File: src/sv/tps_pkg.sv
`timescale 1ns / 1ps
// Shared types and constants for the triangle plane setup block.
// No dependencies; every other file imports this package.
package tps_pkg;

    localparam int IN_DW  = 216;   // nine 24-bit vertex coordinates
    localparam int OUT_DW = 208;   // 207 payload bits padded to whole bytes
    localparam int XW     = 124;   // normalized sum of squares
    localparam int LW     = 62;    // square root width
    localparam int NW     = 62;    // shifted numerator width
    localparam int QW     = 31;    // quotient width
    localparam int MW     = 50;    // cross product magnitude width
    localparam int SPW    = 17;    // specularity width

    localparam int FIFO_DEPTH = 4;
    localparam int FIFO_PW    = $clog2(FIFO_DEPTH);

    localparam logic [1:0]     KIND_ORDINARY = 2'd0;
    localparam logic [SPW-1:0] ONE_Q16       = 17'd65536;
    localparam logic [QW-1:0]  ONE_Q30       = 31'h4000_0000;

    typedef struct packed {
        logic [2:0][NW-1:0] num;
        logic [2:0]         neg;
        logic [5:0]         k;
        logic [23:0]        v1x;
        logic [23:0]        v1y;
        logic [23:0]        v1z;
        logic [SPW-1:0]     spec;
        logic               degen;
    } t_sq_side;

    typedef struct packed {
        logic [XW-1:0] x;
        t_sq_side      side;
    } t_fifo_item;

    typedef struct packed {
        logic [2:0]     neg;
        logic [MW-1:0]  area;
        logic [23:0]    v1x;
        logic [23:0]    v1y;
        logic [23:0]    v1z;
        logic [SPW-1:0] spec;
        logic           degen;
    } t_div_side;

endpackage

File: src/sv/tps_fifo.sv
`timescale 1ns / 1ps
// Short queue between the front and back pipelines.
// Depends on tps_pkg.
module tps_fifo (
    input  logic                i_clk,
    input  logic                i_rst_n,
    input  logic                i_push,
    input  tps_pkg::t_fifo_item i_data,
    output logic                o_full,
    input  logic                i_pop,
    output tps_pkg::t_fifo_item o_data,
    output logic                o_empty
);
    import tps_pkg::*;

    t_fifo_item         r_mem [0:FIFO_DEPTH-1];
    logic [FIFO_PW-1:0] r_wp;
    logic [FIFO_PW-1:0] r_rp;
    logic [FIFO_PW:0]   r_cnt;
    logic               w_push;
    logic               w_pop;

    assign o_full  = (r_cnt == (FIFO_PW+1)'(FIFO_DEPTH));
    assign o_empty = (r_cnt == '0);
    assign w_push  = i_push && !o_full;
    assign w_pop   = i_pop && !o_empty;
    assign o_data  = r_mem[r_rp];

    always_ff @(posedge i_clk) begin
        if (w_push) begin
            r_mem[r_wp] <= i_data;
        end
    end

    always_ff @(posedge i_clk) begin
        if (!i_rst_n) begin
            r_wp  <= '0;
            r_rp  <= '0;
            r_cnt <= '0;
        end else begin
            if (w_push) begin
                r_wp <= r_wp + FIFO_PW'(1);
            end
            if (w_pop) begin
                r_rp <= r_rp + FIFO_PW'(1);
            end
            case ({w_push, w_pop})
                2'b10:   r_cnt <= r_cnt + (FIFO_PW+1)'(1);
                2'b01:   r_cnt <= r_cnt - (FIFO_PW+1)'(1);
                default: r_cnt <= r_cnt;
            endcase
        end
    end

endmodule

File: config.mk
export PLATFORM = sky130hd
export DESIGN_NAME = tps_fifo
export DESIGN_NICKNAME = d
export VERILOG_FILES = /design/src/sv/tps_pkg.sv /design/src/sv/tps_fifo.sv
export SDC_FILE = /design/constraint.sdc
export NUM_CORES = 1
export LEC_CHECK = 0
export BUFFER_PORTS_ARGS = -buffer_cell sky130_fd_sc_hd__buf_4
export CORE_MARGIN = 1.5
export CORE_UTILIZATION = 54
export CTS_BUF_LIST = sky130_fd_sc_hd__clkbuf_4 sky130_fd_sc_hd__clkbuf_8
export DETAILED_ROUTE_END_ITERATION = 8
export MAX_ROUTING_LAYER = met4
export PLACE_DENSITY = 0.86
export SETUP_SLACK_MARGIN = 0.4
export SKIP_LAST_GASP = 1
export SYNTH_ARGS = -nofsm -noshare
export SYNTH_HDL_FRONTEND = slang
export SYNTH_SLANG_ARGS = --single-unit
File: constraint.sdc
create_clock -name i_clk -period 11.97 [get_ports i_clk]
set_input_delay 2.394 -clock i_clk [delete_from_list [all_inputs] [get_ports i_clk]]
set_output_delay 2.394 -clock i_clk [all_outputs]
set_load 0.01 [all_outputs]
==> flow_metrics.env, run 1 <==
export IMPL_run_status="aborted with a tool error"
export IMPL_stop_stage="5_2_route"
export IMPL_error="[ERROR DRT-0255] Maze Route cannot find path of net i_data[192] in worker of routeBox ( 289800 144900 ) ( 334575 193200 )."
export IMPL_grt_start_max_net_pins=151
export IMPL_syn_nets=2609
export IMPL_synth_top_area_frac=0.827
export IMPL_gp_congestion=0.826
export IMPL_grt_pass1_wl_mm=188
export IMPL_grt_antenna_before_repair=38
export IMPL_place_port_buffers=823
export IMPL_avgSynthCellArea_sq_um=27.1
export IMPL_grt_ovfl_total=0
export IMPL_ys_seq_area_frac=0.831
export IMPL_post_cts_buffers=0
export IMPL_grt_pass1_vias=29200
export IMPL_cts_root_buffer="clkbuf_8"
export IMPL_hold_buffers=0
export IMPL_ys_ff_latch=1645
export IMPL_synth_cells=2190
export IMPL_placed_area_sq_mm=0.0671
export IMPL_die_w_um=335
export IMPL_dp_hpwl_mm=81.7
export IMPL_pre_cts_ws_ps=6060
export IMPL_clock_sink_count=1645
export IMPL_cts_buffers=241
export IMPL_syn_cell_area_sq_mm=0.0594
export IMPL_placed_cells=4362
export IMPL_cts_resized=0
export IMPL_yosysUniqueCellTypes=23
export IMPL_ys_warn_count=0
export IMPL_track_usage=0.237
export IMPL_initial_core_util=0.545
export IMPL_die_h_um=335
export IMPL_yosys_area_top_type="edfxtp_1"
export IMPL_htree_levels=4
export IMPL_io_pins=824
export IMPL_synthTopCellsByArea="edfxtp_1 (83%), mux4_2 (16%), dfxtp_1 (0.30%)"
export IMPL_clock_path_buffers=3
export IMPL_placementRows=121
-- logic make-up after synthesis --
group                    after synthesis  share of synthesized area
buffers and inverters                 99                    0.00972
multiplexers                         411                      0.155
AO/OA/AOI/OAI                          7                   0.000674
XOR/XNOR                               2                   0.000295
AND/OR/NAND/NOR                       20                    0.00190
adder cells (fa/ha/maj)                6                    0.00139
flip-flops                          1645                      0.831
-- synth_stat cells, drive strengths merged --
cell	instances
clkbuf	7
xor2	1
fa	1
ha	5
nor3b	1
edfxtp	1636
dfxtp	9
and2	6
a21boi	2
nand2	7
buf	86
nor2b	2
o21ai	5
or3	2
or4bb	1
inv	6
mux4	409
nor3	1
mux2i	2
xnor2	1
-- per-layer routing --
| metal | GRT usage |
|---|---|
| met5 | - |
| met4 | 0.123 |
| met3 | 0.0843 |
| met2 | 0.382 |
| met1 | 0.261 |
-- stage by stage --
step | setup TNS [ps] | hold WS [ps]
2_1_floorplan | -358010 | 461
3_5_place_dp | 0 | 485
4_1_cts | 0 | 503
3_3_place_gp | 0 | 466
5_1_grt | 0 | 541
==> run 2: changes to the inputs <==
--- a/config.mk
+++ b/config.mk
@@ -7,12 +7,9 @@
 export LEC_CHECK = 0
 export BUFFER_PORTS_ARGS = -buffer_cell sky130_fd_sc_hd__buf_4
 export CORE_MARGIN = 1.5
-export CORE_UTILIZATION = 54
-export CTS_BUF_LIST = sky130_fd_sc_hd__clkbuf_4 sky130_fd_sc_hd__clkbuf_8
+export CORE_UTILIZATION = 40
 export DETAILED_ROUTE_END_ITERATION = 8
-export MAX_ROUTING_LAYER = met4
-export PLACE_DENSITY = 0.86
-export SETUP_SLACK_MARGIN = 0.4
+export PLACE_DENSITY_LB_ADDON = 0.15
 export SKIP_LAST_GASP = 1
 export SYNTH_ARGS = -nofsm -noshare
 export SYNTH_HDL_FRONTEND = slang
==> constraint.sdc (replaced) <==
create_clock -name i_clk -period 15.6 [get_ports i_clk]
set_input_delay 3.12 -clock i_clk [delete_from_list [all_inputs] [get_ports i_clk]]
set_output_delay 3.12 -clock i_clk [all_outputs]
set_load 0.01 [all_outputs]
==> run 2 against run 1 <==
Global-route usage fell by 5.6 points. Synthesized cell count did not move. The flow now finishes without violations. Area after synthesis did not move.
==> flow_metrics.env, run 2 <==
export IMPL_vias=26800
export IMPL_yosysUniqueCellTypes=23
export IMPL_cts_tree="built"
export IMPL_total_power_mw=12.1
export IMPL_worst_path_max_fanout=110
export IMPL_fin_area_sq_mm=0.0732
export IMPL_ys_ff_latch=1645
export IMPL_final_common_cell="edfxtp_1"
export IMPL_max_freq_mhz=125
export IMPL_clock_skew_ps=35.3
export IMPL_num_fill_cells=11800
export IMPL_synth_edf_count=1636
export IMPL_setup_viol_count_final=0
export IMPL_dp_hpwl_mm=85.1
export IMPL_p_leak_nw=24.1
export IMPL_die_h_um=388
export IMPL_p_comb_frac=0.228
export IMPL_synth_top_area_frac=0.827
export IMPL_die_w_um=388
export IMPL_placed_area_sq_mm=0.0677
export IMPL_cts_resized=0
export IMPL_io_pins=824
export IMPL_run_status="complete, no violations"
export IMPL_clk_latency_ps=790
export IMPL_ys_flop_type="edfxtp_1"
export IMPL_cts_buffers=170
export IMPL_core_area_sq_mm=0.147
export IMPL_dr_pass1_iters=5
export IMPL_syn_cell_area_sq_mm=0.0594
export IMPL_critPathArrivalTime_ps=4890
export IMPL_ys_warn_count=0
export IMPL_avgSynthCellArea_sq_um=27.1
export IMPL_grt_ovfl_total=0
export IMPL_drv_cap=0
export IMPL_worst_hold_path_type="reg -> reg"
export IMPL_ff_latch_area_sq_mm=0.0493
export IMPL_wire_per_inst_um=26.4
export IMPL_placementRows=141
export IMPL_criticalPathCategory="reg -> out"
export IMPL_initial_core_util=0.403
export IMPL_viasPerCell=5.16
export IMPL_fin_crit_ps=8010
export IMPL_clockPowerShare=0.322
export IMPL_max_slew_margin=0.174
export IMPL_htree_levels=4
export IMPL_pre_cts_ws_ps=7800
export IMPL_drt_iter0_drc=1601
export IMPL_yosys_area_top_type="edfxtp_1"
export IMPL_place_port_buffers=823
export IMPL_cp_num_buf_inv=4
export IMPL_totalWireLength_mm=137
export IMPL_multiInputGateArea_sq_mm=0.00949
export IMPL_top_register="r_mem"
export IMPL_grt_pass1_wl_mm=199
export IMPL_drive_gt1_frac=0.461
export IMPL_clock_sink_count=1645
export IMPL_clk_pin_slew_ps=60
export IMPL_p_int_mw=8.89
export IMPL_grt_antenna_before_repair=25
export IMPL_netlist_top_cells_count="edfxtp_1 (1636), mux4_2 (409), buf_1 (26), buf_2 (26), buf_4 (22)"
export IMPL_required_ps=12480
export IMPL_final_nets=3540
export IMPL_track_usage=0.181
export IMPL_drv_slew=0
export IMPL_mostFrequentLayoutCells="edfxtp_1 (1636), buf_4 (844), mux4_2 (409)"
export IMPL_p_sw_mw=3.18
export IMPL_syn2layout_area_growth_pct=23.3
export IMPL_hold_viol_final=0
export IMPL_hold_buffers=0
export IMPL_rsz0062_at_grt="false"
export IMPL_sw_frac_of_total=0.263
export IMPL_crit_chain="buf_4 -> buf_12 -> buf_12 -> mux4_2 -> buf_4"
export IMPL_clock_path_buffers=3
export IMPL_worst_slew_pin_slew_ps=1240
export IMPL_gp_congestion=0.792
export IMPL_post_cts_buffers=0
export IMPL_largest_reg_flops=1636
export IMPL_grt_pass1_vias=29000
export IMPL_cp_top_family="buffers and inverters"
export IMPL_reg_top3="r_mem (1636), r_cnt (3)"
export IMPL_cp_slowest_cell="buf_4"
export IMPL_synth_cells=2190
export IMPL_ys_seq_area_frac=0.831
export IMPL_die_area_sq_mm=0.151
export IMPL_drc=0
export IMPL_fin_crit_sh=0.514
export IMPL_cpPeakStageDelay_ps=880
export IMPL_syn_nets=2609
export IMPL_power_density_mw_per_mm2=165
export IMPL_synth_async_reset_ratio=0
export IMPL_synthTopCellsByArea="edfxtp_1 (83%), mux4_2 (16%), dfxtp_1 (0.30%)"
export IMPL_grt_start_max_net_pins=154
export IMPL_ir_drop_uv=109
export IMPL_crit_path_end_kind="output pin"
export IMPL_seqPwrFrac=0.450
export IMPL_yosysMostFrequentCell="edfxtp_1"
export IMPL_cts_root_buffer="clkbuf_16"
export IMPL_setup_tns_ps=0
export IMPL_ant_nets=0
export IMPL_startpoint_type="flip-flop"
export IMPL_timing_final_ws_setup_ps=7590
run 2: cell counts after synthesis:
No cell type changed its count.
run 2: layer usage:
metal | vias up | part of all wire | track usage
met3 | 205 | 0.092 | 0.0712
met5 | - | 0.0018 | 0
met2 | 900 | 0.50 | 0.293
li1 | 11400 | - | -
met1 | 14200 | 0.38 | 0.223
met4 | 36 | 0.026 | 0.0583
run 2: logic make-up after synthesis:
| logic type | after synthesis | share of synthesized area |
|---|---|---|
| mux | 411 | 0.155 |
| buf+inv | 99 | 0.00972 |
| simple gates | 20 | 0.00190 |
| xor+xnor | 2 | 0.000295 |
| flops | 1645 | 0.831 |
| compound gates | 7 | 0.000674 |
| fa+ha+maj | 6 | 0.00139 |
run 2: worst min-delay path: stages (launching register included):
cell	delay, ps
dfxtp_1	320
nand2_1	70
o21ai_0	70
run 2: final cells by class:
cell class	count	share of cell area
clock buffer	207	0.0606
multi-input combinational	446	0.130
sequential	1645	0.674
timing repair buffer	852	0.0888
inverter	6	0.000308
antenna	7	0.000239
clock inverter	99	0.0134
tap	1930	0.0330
run 2: per-stage QoR:
stage	hold slack, ps	cells	utilization
finish	505	5192	0.496
global route	553	5190	0.496
CTS	508	5185	0.496
detailed placement	497	4879	0.459
global placement	474	4879	0.459
floorplan	461	2190	-
run 2: power by group through the flow:
stage	Sequential (mW)	Clock (mW)	Combinational, mW
floorplan	5.66	0	1.54
global placement	5.50	0	2.80
detailed placement	5.53	0	2.82
CTS	5.44	4.00	2.83
global route	5.46	4.16	2.94
finish	5.43	3.89	2.76
run 2: path summary, 6_finish.rpt:
path / startpoint / endpoint / slack (ps) / cells past startpoint
min: r_rp[0] / r_rp[0] / 500 / 2
max: flip-flop / o_data[367] / 7590 / 5
min reg2reg: r_rp[0] / r_rp[0] / 500 / 2
max reg2reg: r_cnt[2] / r_mem[0][303] / 10650 / 6
(Power assumes the default switching activity.)
